## config.mk

```make
export PLATFORM = sky130hd
export DESIGN_NAME = task_delay_timeout_list_top
export DESIGN_NICKNAME = d
export VERILOG_FILES = /design/src/rtl/tdl_pkg.sv /design/src/rtl/tdl_ram.sv /design/src/rtl/tdl_rpt.sv /design/src/rtl/tdl_seq.sv /design/src/rtl/task_delay_timeout_list_top.sv
export SDC_FILE = /design/constraint.sdc
export NUM_CORES = 1
export LEC_CHECK = 0
export BUFFER_PORTS_ARGS = -buffer_cell sky130_fd_sc_hd__buf_4
export CORE_ASPECT_RATIO = 1.1
export CORE_UTILIZATION = 55
export DETAILED_ROUTE_END_ITERATION = 8
export PLACE_DENSITY = 0.79
export SYNTH_ARGS = -nofsm -noshare
export SYNTH_HDL_FRONTEND = slang
export SYNTH_SLANG_ARGS = --single-unit
export TNS_END_PERCENT = 10
```

## constraint.sdc

```tcl
create_clock -name clk -period 10.95 [get_ports clk]
set_input_delay 1.095 -clock clk [delete_from_list [all_inputs] [get_ports clk]]
set_output_delay 1.095 -clock clk [all_outputs]
set_load 0.01 [all_outputs]
```

## src/rtl/tdl_pkg.sv

```systemverilog
// ----------------------------------------------------------------------------
// tdl_pkg - shared types for the task delay timeout list
// operation codes, sequencer states and the sequencer/report handshake
// ----------------------------------------------------------------------------
package tdl_pkg;

  localparam int SLOT_W = 5;
  localparam int TICK_W = 32;

  typedef enum logic [1:0] {
    OP_TICK   = 2'd0,
    OP_WAIT   = 2'd1,
    OP_CANCEL = 2'd2
  } op_t;

  typedef enum logic [1:0] {
    S_IDLE,
    S_READ,
    S_EVAL,
    S_FLUSH
  } seq_state_t;

  // sequencer to report stage
  typedef struct packed {
    logic              push;
    logic              flush;
    logic [SLOT_W-1:0] slot;
    logic              ev;
  } rpt_req_t;

  // report stage to sequencer
  typedef struct packed {
    logic push_ok;
    logic flush_ok;
    logic pend_valid;
  } rpt_stat_t;

endpackage

```

## src/rtl/tdl_ram.sv

```systemverilog
// ----------------------------------------------------------------------------
// tdl_ram - countdown storage
// one write port, one read port, registered read data
// ----------------------------------------------------------------------------
module tdl_ram #(
  parameter int DEPTH  = 32,
  parameter int ADDR_W = 5,
  parameter int DATA_W = 32
) (
  input  logic              clk,
  input  logic              wr_en,
  input  logic [ADDR_W-1:0] wr_addr,
  input  logic [DATA_W-1:0] wr_data,
  input  logic              rd_en,
  input  logic [ADDR_W-1:0] rd_addr,
  output logic [DATA_W-1:0] rd_data
);

  logic [DATA_W-1:0] mem [DEPTH];

  always_ff @(posedge clk) begin
    if (wr_en) begin
      mem[wr_addr] <= wr_data;
    end
  end

  always_ff @(posedge clk) begin
    if (rd_en) begin
      rd_data <= mem[rd_addr];
    end
  end

endmodule

```

## src/rtl/tdl_rpt.sv

```systemverilog
// ----------------------------------------------------------------------------
// tdl_rpt - expiry report stage
// holds the newest expiry until the next one or the end of the sweep
// decides whether it was the last of the tick, then loads the output register
// ----------------------------------------------------------------------------
module tdl_rpt (
  input  logic                      clk,
  input  logic                      rst,
  input  tdl_pkg::rpt_req_t         rpt_req,
  output tdl_pkg::rpt_stat_t        rpt_stat,
  output logic                      out_valid,
  input  logic                      out_ready,
  output logic [tdl_pkg::SLOT_W-1:0] expired_slot,
  output logic                      event_timeout,
  output logic                      last_of_tick
);
  import tdl_pkg::*;

  logic              pend_valid;
  logic [SLOT_W-1:0] pend_slot;
  logic              pend_ev;
  logic              out_free;
  logic              do_push;
  logic              do_flush;
  logic              load_out;

  assign out_free = !out_valid || out_ready;
  assign do_push  = rpt_req.push && (!pend_valid || out_free);
  assign do_flush = rpt_req.flush && pend_valid && out_free;
  assign load_out = (do_push && pend_valid) || do_flush;

  assign rpt_stat.push_ok    = !pend_valid || out_free;
  assign rpt_stat.flush_ok   = !pend_valid || out_free;
  assign rpt_stat.pend_valid = pend_valid;

  always_ff @(posedge clk) begin
    if (rst) begin
      pend_valid <= 1'b0;
      out_valid  <= 1'b0;
    end else begin
      if (do_push) begin
        pend_valid <= 1'b1;
      end else if (do_flush) begin
        pend_valid <= 1'b0;
      end
      if (load_out) begin
        out_valid <= 1'b1;
      end else if (out_ready) begin
        out_valid <= 1'b0;
      end
    end
  end

  always_ff @(posedge clk) begin
    if (do_push) begin
      pend_slot <= rpt_req.slot;
      pend_ev   <= rpt_req.ev;
    end
    if (load_out) begin
      expired_slot  <= pend_slot;
      event_timeout <= pend_ev;
      last_of_tick  <= do_flush;
    end
  end

endmodule

```

## src/rtl/tdl_seq.sv

```systemverilog
// ----------------------------------------------------------------------------
// tdl_seq - slot sequencer with the shared decrementer
// takes wait and cancel beats directly, sweeps all slots on a tick
// ----------------------------------------------------------------------------
module tdl_seq #(
  parameter int TASK_SLOTS = 32,
  parameter int IDX_W      = 5
) (
  input  logic                       clk,
  input  logic                       rst,
  input  logic                       in_valid,
  output logic                       in_ready,
  input  logic [1:0]                 operation,
  input  logic [tdl_pkg::SLOT_W-1:0] task_slot,
  input  logic [tdl_pkg::TICK_W-1:0] tick_count,
  input  logic                       waits_on_event,
  output logic                       ram_wr_en,
  output logic [IDX_W-1:0]           ram_wr_addr,
  output logic [tdl_pkg::TICK_W-1:0] ram_wr_data,
  output logic                       ram_rd_en,
  output logic [IDX_W-1:0]           ram_rd_addr,
  input  logic [tdl_pkg::TICK_W-1:0] ram_rd_data,
  output tdl_pkg::rpt_req_t          rpt_req,
  input  tdl_pkg::rpt_stat_t         rpt_stat
);
  import tdl_pkg::*;

  localparam logic [IDX_W-1:0] LAST_IDX = IDX_W'(TASK_SLOTS - 1);

  seq_state_t            state;
  seq_state_t            state_next;
  logic [IDX_W-1:0]      idx;
  logic [TASK_SLOTS-1:0] armed;
  logic [TASK_SLOTS-1:0] evw;
  logic                  accept;
  logic                  slot_ok;
  logic [IDX_W-1:0]      slot_idx;
  logic [TICK_W-1:0]     dec_val;
  logic                  dec_zero;
  logic                  step_ok;
  logic                  is_wait;
  logic                  is_cancel;
  logic                  is_tick;

  assign accept   = in_valid && in_ready;
  assign slot_ok  = 32'(task_slot) < TASK_SLOTS;
  assign slot_idx = IDX_W'(task_slot);

  // shared decrementer and zero check
  assign dec_val  = ram_rd_data - TICK_W'(1);
  assign dec_zero = (dec_val == '0);
  assign step_ok  = (state == S_EVAL) && (!dec_zero || rpt_stat.push_ok);

  always_comb begin
    is_wait   = 1'b0;
    is_cancel = 1'b0;
    is_tick   = 1'b0;
    unique case (op_t'(operation))
      OP_TICK:   is_tick   = 1'b1;
      OP_WAIT:   is_wait   = 1'b1;
      OP_CANCEL: is_cancel = 1'b1;
      default:   ;
    endcase
  end

  // next state
  always_comb begin
    state_next = state;
    unique case (state)
      S_IDLE: begin
        if (accept && is_tick) state_next = S_READ;
      end
      S_READ: begin
        if (armed[idx]) state_next = S_EVAL;
        else if (idx == LAST_IDX) state_next = S_FLUSH;
      end
      S_EVAL: begin
        if (step_ok) state_next = (idx == LAST_IDX) ? S_FLUSH : S_READ;
      end
      S_FLUSH: begin
        if (rpt_stat.flush_ok) state_next = S_IDLE;
      end
      default: state_next = S_IDLE;
    endcase
  end

  // outputs
  always_comb begin
    in_ready      = (state == S_IDLE);
    ram_rd_en     = (state == S_READ) && armed[idx];
    ram_rd_addr   = idx;
    ram_wr_en     = step_ok || (accept && is_wait && slot_ok);
    ram_wr_addr   = (state == S_EVAL) ? idx : slot_idx;
    ram_wr_data   = (state == S_EVAL) ? dec_val : tick_count;
    rpt_req.push  = (state == S_EVAL) && dec_zero;
    rpt_req.flush = (state == S_FLUSH);
    rpt_req.slot  = SLOT_W'(idx);
    rpt_req.ev    = evw[idx];
  end

  always_ff @(posedge clk) begin
    if (rst) begin
      state <= S_IDLE;
      idx   <= '0;
      armed <= '0;
      evw   <= '0;
    end else begin
      state <= state_next;
      if (accept && is_tick) begin
        idx <= '0;
      end else if ((state == S_READ) && !armed[idx] && (idx != LAST_IDX)) begin
        idx <= idx + IDX_W'(1);
      end else if (step_ok && (idx != LAST_IDX)) begin
        idx <= idx + IDX_W'(1);
      end
      if (accept && is_wait && slot_ok) begin
        armed[slot_idx] <= 1'b1;
        evw[slot_idx]   <= waits_on_event;
      end else if (accept && is_cancel && slot_ok) begin
        armed[slot_idx] <= 1'b0;
        evw[slot_idx]   <= 1'b0;
      end else if (step_ok && dec_zero) begin
        armed[idx] <= 1'b0;
        evw[idx]   <= 1'b0;
      end
    end
  end

endmodule

```

## src/rtl/task_delay_timeout_list_top.sv

```systemverilog
// ----------------------------------------------------------------------------
// task_delay_timeout_list_top - tick delay list for a task scheduler
// one 32-bit countdown per task slot, expiries reported in slot order
// ----------------------------------------------------------------------------
// usage:
//   input channel (in_valid/in_ready) carries one command beat: operation
//   selects tick, wait (arm task_slot with tick_count and waits_on_event)
//   or cancel (disarm task_slot). wait and cancel beats produce no output.
//   output channel (out_valid/out_ready) carries one beat per expired slot
//   of a tick, ascending slot order; last_of_tick marks the final one.
// timing:
//   wait and cancel leave the sequencer idle, so in_ready stays high.
//   a tick sweeps every slot through the single read port of the counter
//   ram and one shared decrementer: an unarmed slot passes through S_READ
//   only, an armed slot through S_READ and S_EVAL, then S_FLUSH closes.
//   in_ready stays low for the whole sweep.
// reset:
//   synchronous rst disarms every slot and empties the output stage;
//   counter contents are left as they are and only read once armed.
// stalls:
//   an expiry is held one step back so its last flag is known; with one
//   held, out_valid high and out_ready low, the next expiry or close stalls.
// ----------------------------------------------------------------------------
module task_delay_timeout_list_top #(
  parameter int TASK_SLOTS = 32
) (
  input  logic                       clk,
  input  logic                       rst,
  input  logic                       in_valid,
  output logic                       in_ready,
  input  logic [1:0]                 operation,
  input  logic [tdl_pkg::SLOT_W-1:0] task_slot,
  input  logic [tdl_pkg::TICK_W-1:0] tick_count,
  input  logic                       waits_on_event,
  output logic                       out_valid,
  input  logic                       out_ready,
  output logic [tdl_pkg::SLOT_W-1:0] expired_slot,
  output logic                       event_timeout,
  output logic                       last_of_tick
);
  import tdl_pkg::*;

  // slot index width, at least one bit for a single-slot build
  localparam int IDX_W = (TASK_SLOTS > 1) ? $clog2(TASK_SLOTS) : 1;

  logic              ram_wr_en;
  logic [IDX_W-1:0]  ram_wr_addr;
  logic [TICK_W-1:0] ram_wr_data;
  logic              ram_rd_en;
  logic [IDX_W-1:0]  ram_rd_addr;
  logic [TICK_W-1:0] ram_rd_data;
  rpt_req_t          rpt_req;
  rpt_stat_t         rpt_stat;

  // sequencer: command decode, slot flags, sweep control, decrementer
  tdl_seq #(
    .TASK_SLOTS (TASK_SLOTS),
    .IDX_W      (IDX_W)
  ) u_seq (
    .clk            (clk),
    .rst            (rst),
    .in_valid       (in_valid),
    .in_ready       (in_ready),
    .operation      (operation),
    .task_slot      (task_slot),
    .tick_count     (tick_count),
    .waits_on_event (waits_on_event),
    .ram_wr_en      (ram_wr_en),
    .ram_wr_addr    (ram_wr_addr),
    .ram_wr_data    (ram_wr_data),
    .ram_rd_en      (ram_rd_en),
    .ram_rd_addr    (ram_rd_addr),
    .ram_rd_data    (ram_rd_data),
    .rpt_req        (rpt_req),
    .rpt_stat       (rpt_stat)
  );

  // countdown storage, one entry per slot
  tdl_ram #(
    .DEPTH  (TASK_SLOTS),
    .ADDR_W (IDX_W),
    .DATA_W (TICK_W)
  ) u_ram (
    .clk     (clk),
    .wr_en   (ram_wr_en),
    .wr_addr (ram_wr_addr),
    .wr_data (ram_wr_data),
    .rd_en   (ram_rd_en),
    .rd_addr (ram_rd_addr),
    .rd_data (ram_rd_data)
  );

  // report hold and output register
  tdl_rpt u_rpt (
    .clk           (clk),
    .rst           (rst),
    .rpt_req       (rpt_req),
    .rpt_stat      (rpt_stat),
    .out_valid     (out_valid),
    .out_ready     (out_ready),
    .expired_slot  (expired_slot),
    .event_timeout (event_timeout),
    .last_of_tick  (last_of_tick)
  );

  // no expiry may still be held once the sweep is over
  a_idle_no_pending: assert property (@(posedge clk) disable iff (rst)
    in_ready |-> !rpt_stat.pend_valid)
    else $error("expiry still held while idle");

  // a tick always starts a sweep
  a_tick_starts_sweep: assert property (@(posedge clk) disable iff (rst)
    (in_valid && in_ready && (operation == OP_TICK)) |=> !in_ready)
    else $error("tick accepted without a sweep");

  // the counter ram is never read and written in the same cycle
  a_ram_one_access: assert property (@(posedge clk) disable iff (rst)
    !(ram_wr_en && ram_rd_en))
    else $error("counter ram read and write collide");

endmodule
```

==> results of run 1 <==
## area by class of cell
type	count	area, um^2	share of cell area [%]
diodes	2	5.00	0.00980
clock buffers	126	2750	5.38
clock inverters	63	791	1.55
inverters	32	120	0.235
multi-input cells	1090	11400	22.3
flip-flops and latches	1142	33600	65.7
well taps	1064	1330	2.61
repair buffers	148	1140	2.22
## worst max-delay path, cell delays in order (launching register included)
cell and delay, ps:
edfxtp_1 480, or4_4 640, or4_1 610, nor4_4 400, xnor2_1 240, nand4_1 280
o41ai_2 660, o31a_1 850, nor2_4 310, buf_4 340
## layer usage
metal | part of all wire, % | vias up | GRT usage (%)
li1 | - | 10263 | -
met1 | 35 | 13336 | 38.4
met2 | 48 | 2160 | 48.1
met3 | 12 | 351 | 6.64
met4 | 5.1 | 2 | 15.0
met5 | 0.0089 | - | 0
## kinds of logic (layout without fill, tap and decap cells)
logic type / after synthesis / count (layout) / synth area share (%)
AO/OA/AOI/OAI: 380 / 380 / 5.78
XOR/XNOR: 27 / 27 / 0.520
adder cells (fa/ha/maj): 7 / 7 / 0.193
buffers and inverters: 195 / 369 / 1.71
flip-flops: 1142 / 1142 / 73.8
multiplexers: 287 / 287 / 13.6
other: 0 / 2 / 0
AND/OR/NAND/NOR: 389 / 389 / 4.39
## cell usage in the layout (no fill, tap or decap), drive strengths merged, types with 18 or more instances in the layout
cell    count
a21oi      67
nor3       51
o31ai      26
dfxtp      73
mux4      265
mux2i      18
a22oi     132
clkinv     39
buf       148
nand2      72
nor2      106
a211oi     20
o21ai      40
o32ai      23
xnor2      19
edfxtp   1069
nand4      41
inv        33
bufinv     18
nand3      37
clkbuf    126
a31oi      37
## power by group through the flow
stage               sequential (W)  clock, W  combinational, W
floorplan                  0.00488         0          0.000185
global placement           0.00488         0          0.000278
detailed placement         0.00488         0          0.000288
CTS                        0.00479   0.00383          0.000293
global route               0.00479   0.00399          0.000310
finish                     0.00479   0.00382          0.000296
## sequential cells by signal, indices dropped and copies added (netlist names)
register	cells
u_rpt.pend_valid	1
u_ram.rd_data	32
u_seq.ram_rd_addr	5
u_rpt.out_valid	1
u_rpt.expired_slot	5
u_rpt.pend_ev	1
u_rpt.last_of_tick	1
u_seq.evw	32
u_rpt.pend_slot	5
u_ram.mem	1024
u_seq.armed	32
u_seq.state	2
u_rpt.event_timeout	1
## metrics by stage
stage	util (%)	setup slack, ps	total power, W
2_1_floorplan	-	5450	0.00507
3_3_place_gp	58.1	5640	0.00516
3_5_place_dp	58.1	5620	0.00517
4_1_cts	62.4	5900	0.00892
5_1_grt	62.4	5610	0.00909
6_report	62.4	5790	0.00891
## final timing paths
| check | cells after the start | start | end | slack (ps) |
|---|---|---|---|---|
| max | 9 | u_ram.rd_data[12] | u_ram.mem[10][10] | 5790 |
| min | 0 | u_rpt.pend_slot[1] | u_rpt.expired_slot[1] | 420 |
| max reg2reg | 9 | u_ram.rd_data[12] | u_ram.mem[10][10] | 5790 |
| min reg2reg | 0 | u_rpt.pend_slot[1] | u_rpt.expired_slot[1] | 420 |
==> out/results.txt, run 1 <==
For the final database, setup skew stands at 46.4 ps. Of all flip-flops after synthesis, the portion carrying an async set or reset was 0%. The total number of clock tree sinks was 1142; the shortest period the worst path allows was 5160 ps.

Measured against its own limit, the worst slew margin works out to 5.18%. For the worst-skew pair, the clock arrives at the later sink with an insertion delay of 700 ps. The fmax was 194 MHz; the effective utilization at floorplan was 55.5%. Sequential cells burn 53.8% of the power.

Once detailed placement completed, the half-perimeter wirelength came to 67800 um. The clock buffer count from CTS is 104, and the reported leakage power is 15.4 nW. In the routed layout, each cell is associated on average with a via count of 7.12. The post-synthesis area per instance came out at 18.7 um^2.

Predominant post-synthesis flop cell: edfxtp_1. After routing, the total negative slack on setup checks comes to 0 ps. TritonCTS built the clock tree.

The root buffer selected by CTS was clkbuf_16. The synthesized design devotes to its leading area cell type 70.6% of total area. The flow ran to the end, but the final reports show violations. Setup repair after global routing left no endpoint under its margin. After detailed routing, the average wire length per cell comes to 33.8 um.

In this run, distinct cell masters in the synthesized netlist total 67. The switching portion of total power is 20.4%. The final reports fail on design-rule violations.

The die is 304 um tall. Ranked by total cell area, the synthesized netlist is headed by edfxtp_1 (71%), mux4_2 (13%), dfxtp_1 (3.2%). The number of gates resized after CTS was 0.

Setup violations remaining at the end of the flow were counted as 0. Hold timing on the final database bottoms out at a slack of 419 ps. The arrival time at the worst endpoint was 5540 ps; the reported net switching power was 0.00181 W. At the pin with the least slew margin, the transition time is 1420 ps. The synthesis-to-finish area growth works out to 12.3%. Type of the tightest min-delay check: reg2reg. The mapped netlist covers 45500 um^2. Synthesis inferred 1142 register bits. Of the available clock period, the critical path in the final layout requires 47.1%.

The layout has 5339 filler cells. For this design, the CTS-stage hold fixing added 0 buffers. The clock passes through at most 3 buffers.

The logs give 26112 for the number of vias after detailed routing and 47500 um^2 for the total placed instance area. The share of the Yosys chip area taken by registers is 73.8%. Per report_power, the combinational group accounts for 3.3% of the total. Post-route antenna net violation count: 0. The synthesized design contains 1069 enable-type register cells.

Worst endpoint required time: 11340 ps. After clock tree synthesis, the setup repair step added 0 buffers. Entering global routing, the biggest net connects 103 pins. The count of placed standard cells including taps was 3476; the number of H-tree levels was 3. Cell internal power was estimated by the tool at 0.00709 W. 53 I/O pins were placed. After the flow finishes, the layout carries non-filler instances totaling 3667.

The tools report the all-layer global routing usage as 29.7%. The cell count after synthesis came out at 2427. For the worst-case vdd ir drop, the log shows 0.000134 V. By startpoint and endpoint, the worst setup path is classified as reg2reg. Along the worst path, the maximum fanout reaches 18. The first-pass detailed-route iteration total is 9, and the post-synth net total is 2478. The starting DRC count in detailed routing was 4019; the count of input and output buffers was 52. In this run the core area contains 110 standard-cell rows. The clock network is responsible for 42.9% of the overall power. Clock-pin slew was measured on the worst setup and hold paths at 70 ps. From left edge to right edge, the die measures 276 um. The first global-routing pass estimated 178000 um of wire. The finished cells cover 51100 um^2. The layout cell share with drive strength beyond 1 is 24.7%, and the number of warnings printed during yosys synthesis is 0. The worst setup path is captured at a flop. The tools report the max-capacitance violation count as 0. Largest area contributor in the netlist: edfxtp_1. The number of antenna violations at the first check in global routing is 1.

In the post-synthesis netlist, the cell with the most instances is edfxtp_1. The wire length after detailed routing is 124000 um, and the max-slew violation count is 0. For this run the aggregate overflow at the end of global routing stands at 0.

Overall die area: 83800 um^2. Weighted congestion at the end of routability-driven global placement: 0.922. The run gives 25971 as the number of global-route vias before repair.

The post-detailed-route DRC marker count was 1. Dividing total power by cell area gives a power density of 174 nW/um^2. The number of endpoints with negative hold slack in the final report is 0. The sort of element at the start of the critical path was a flop. After the last flow step, the layout net total stands at 2569. Ranked by instance count, the synthesized netlist is headed by edfxtp_1 (1069), mux4_2 (265), a22oi_1 (132). The placeable core region came out at 81900 um^2.
No activity file was read; power rests on OpenSTA's default activity.
==> run 2, diff against run 1 <==
- PLACE_DENSITY: 0.79 -> 0.82
- clock period: 10.95 -> 4.55 ns (I/O delays scaled with it)
==> out/results.txt, run 2 (same netlist as run 1, synthesis figures left out) <==
The run gives 0.00449 W (was 0.00181 W) as the reported net switching power. The run gives 0 (unchanged) as the post-route antenna net violation count. Register with the most flip-flops: u_ram.mem (unchanged). The tools report the launching instance or port of the critical path as u_ram.rd_data[2] (was u_ram.rd_data[12]). The power per cell area came out at 410 nW/um^2 (was 174 nW/um^2). The sum of overflow across all layers after global routing was 0 (unchanged).

The flip-flop count of the largest register, all copies and words added works out to 1024 (unchanged). The total internal power is 0.0165 W (was 0.00709 W). The number of buffers inserted for hold repair after clock tree synthesis came out at 0 (unchanged). Setup repair after global routing left no endpoint under its margin. Number of H-tree levels: 3 (unchanged).

The count of endpoints failing setup in the final report came out at 0 (unchanged). The arrival time at the worst endpoint came out at 4630 ps (was 5540 ps). The die width was 276 um (unchanged). Leading cell types in the layout, fill and taps excluded: edfxtp_1 (1069), mux4_2 (265), buf_4 (164), a22oi_1 (132), clkbuf_16 (106) (was edfxtp_1 (1069), mux4_2 (265), buf_4 (146), a22oi_1 (132), clkbuf_16 (107)).

Clock insertion delay at the later pin of the skew report: 700 ps (about the same). The pin count of the biggest net entering global routing was 120 (was 103). Largest fanout on the critical path: 32 (was 18). The tools report the root buffer selected by CTS as clkbuf_16 (unchanged). The switching portion of total power is 21.4% (was 20.4%).

The run gives 73800 um (was 67800 um) as the total half-perimeter wirelength after legalization and detailed placement. The flow ran to the end, but the final reports show violations. The number of cells traversed by the worst register-to-register path is 9 (unchanged), and the total setup buffers inserted after CTS is 0 (unchanged). The overall die area is 83800 um^2 (unchanged), and the headroom to the max-slew limit is 14.6% (was 5.18%). The clock-pin transition on the worst setup and hold timing paths works out to 70 ps (about the same). List of cells traversed by the critical path: nor3_1 > nand3_1 > nor4_4 > xnor2_1 > nand4_1 > o41ai_2 > o31a_1 > buf_4 > nor2_4 (was or4_4 > or4_1 > nor4_4 > xnor2_1 > nand4_1 > o41ai_2 > o31a_1 > nor2_4 > buf_4). The tools report the max-slew violation count as 0 (unchanged). The worst endpoint required time is 4850 ps (was 11340 ps), and the count of input and output buffers is 52 (unchanged). The type of the tightest min-delay check was in2reg (was reg2reg).

The number of vias per cell after detailed routing was 7.11 (was 7.12); the count of placed standard cells including taps was 3500 (was 3476). The cell type of the slowest stage on the worst timing path was nor2_4 (was o31a_1). The clock group share of total power is 41.3% (was 42.9%). The first-pass detailed-route iteration total is 9 (unchanged), and the final net count is 2595 (was 2569). Number of antenna violations at the first check in global routing: 4 (was 1). Sort of element at the start of the critical path: a flop (unchanged). The final sum of negative setup slack came out at 0 ps (unchanged). The max-capacitance violation count is 0 (unchanged), and the I/O pin count is 53 (unchanged). TritonCTS built the clock tree. The ratio of final minimum period to clock period is 95.1% (was 47.1%). The maximum clock insertion buffer count came out at 3 (unchanged).

The floorplan die height is 304 um (unchanged). The tools report the end of the critical path as u_ram.mem[11][28] (was u_ram.mem[10][10]). The tools report the weighted congestion at the end of routability-driven global placement as 0.996 (was 0.922). The type of the worst setup path is reg2reg (unchanged). For the diode insertion count for antenna repair, the log shows 0 (was 2). The run gives 3.7% (was 3.3%) as the combinational group share of total power.

The tools report the reg-to-reg endpoint as u_ram.mem[11][28] (was u_ram.mem[10][10]). The total number of clock tree sinks was 1142 (unchanged); the post-route non-filler standard cell count was 3695 (was 3667). The logs give 55.4 ps (was 46.4 ps) for the final setup skew and 178000 um (about the same) for the global-route wire length before repair. The run gives 81900 um^2 (unchanged) as the placeable core region.

The share of power burned in registers was 55.0% (was 53.8%); the worst-case vdd ir drop was 0.000329 V (was 0.000134 V). The number of endpoints with negative hold slack in the final report was 0 (unchanged). Number of global-route vias before repair: 25314 (was 25971).

The tools report the launch point of the worst reg-to-reg path as u_ram.rd_data[2] (was u_ram.rd_data[12]). The number of standard-cell rows in the floorplan was 110 (unchanged). The clock buffer count from CTS was 106 (was 104); the fmax was 231 MHz (was 194 MHz).

The final routed wire length divided by cell count is 33.6 um (was 33.8 um), and the reported leakage power is 15.4 nW (about the same). The capturing element type of the critical path is a flop (unchanged). The shortest period the worst path allows works out to 4330 ps (was 5160 ps).

Most frequent standard cell in the layout excluding fill and tap cells: edfxtp_1 (unchanged). The effective utilization at floorplan is 55.5% (unchanged), and the slew at the pin closest to its max-slew limit is 1280 ps (was 1420 ps). The starting DRC count in detailed routing is 4802 (was 4019). Violations in the final reports: design-rule violations (unchanged). The internal reg-to-reg setup slack came out at 220 ps (was 5790 ps). The wire length after detailed routing is 124000 um (about the same). The synthesis-to-finish area growth came out at 12.5% (was 12.3%). The run gives 1 (unchanged) as the post-detailed-route DRC marker count.

The number of vias after detailed routing is 26270 (was 26112), and the critical path's largest stage delay is 970 ps (was 850 ps). The all-layer global routing usage was 29.8% (was 29.7%). The layout cell share with drive strength beyond 1 was 25.3% (was 24.7%).
run 2: cell count changes in the layout (fill, tap and decap cells not counted), sizes merged:
cell / previous run / this run
clkbuf: 126 / 131
bufinv: 18 / 6
diode: 2 / 0
inv: 33 / 34
clkinvlp: 5 / 8
clkinv: 39 / 48
buf: 148 / 172
run 2: worst min-delay path by stage:
stage | from | to | slack [ps] | cells after the start
6_report | waits_on_event | u_seq.evw[15] | 140 | 3
2_1_floorplan | u_rpt.pend_ev | u_rpt.event_timeout | 400 | 0
4_1_cts | waits_on_event | u_seq.evw[15] | 110 | 3
3_3_place_gp | u_rpt.pend_slot[0] | u_rpt.expired_slot[0] | 410 | 0
5_1_grt | waits_on_event | u_seq.evw[15] | 120 | 3
3_5_place_dp | u_rpt.pend_slot[3] | u_rpt.expired_slot[3] | 400 | 0
run 2: what timing repair did:
item / CTS / global route
hold endpoints to repair: 0 / 0
resized for setup: 0 / 1
endpoints found under the setup margin: 0 / 180
run 2: layout make-up:
cell class,count,area (um^2)
fill,5280,30700
timing repair buffer,172,1390
tap,1064,1330
clock inverter,64,601
inverter,32,120
clock buffer,131,2780
sequential,1142,33600
multi-input combinational,1090,11400
run 2: layer usage:
metal | vias to the layer above | part of all wire [%] | global-route usage, %
li1 | 10317 | - | -
met1 | 13297 | 34 | 39.3
met2 | 2280 | 48 | 48.1
met3 | 372 | 14 | 7.65
met4 | 4 | 4.4 | 11.7
met5 | - | 0.022 | 0
run 2: through the flow:
stage          hold WS (ps)  instance area (um^2)  utilization, %  worst slack [ps]  total power [W]
2_1_floorplan           400                 45500               -              -877           0.0122
3_3_place_gp            406                 47800            58.4               272           0.0125
3_5_place_dp            405                 47800            58.4               225           0.0125
4_1_cts                 110                 51200            62.5               121           0.0210
5_1_grt                 125                 51200            62.5             0.362           0.0214
6_report                144                 51200            62.5               222           0.0210
run 2: critical path, delay by kind of cell (launching register included):
kind            cells  cell delay, ps
flops               1             480
xor+xnor            1             170
buf+inv             1             230
compound gates      2             410
simple gates        5            2600
run 2: power groups by stage:
stage	clock, W	sequential (W)	combinational (W)
after global routing	0.00906	0.0115	0.000805
after detailed placement	0	0.0118	0.000753
final	0.00866	0.0115	0.000778
after CTS	0.00868	0.0115	0.000764
after floorplan	0	0.0117	0.000445
after global placement	0	0.0117	0.000729
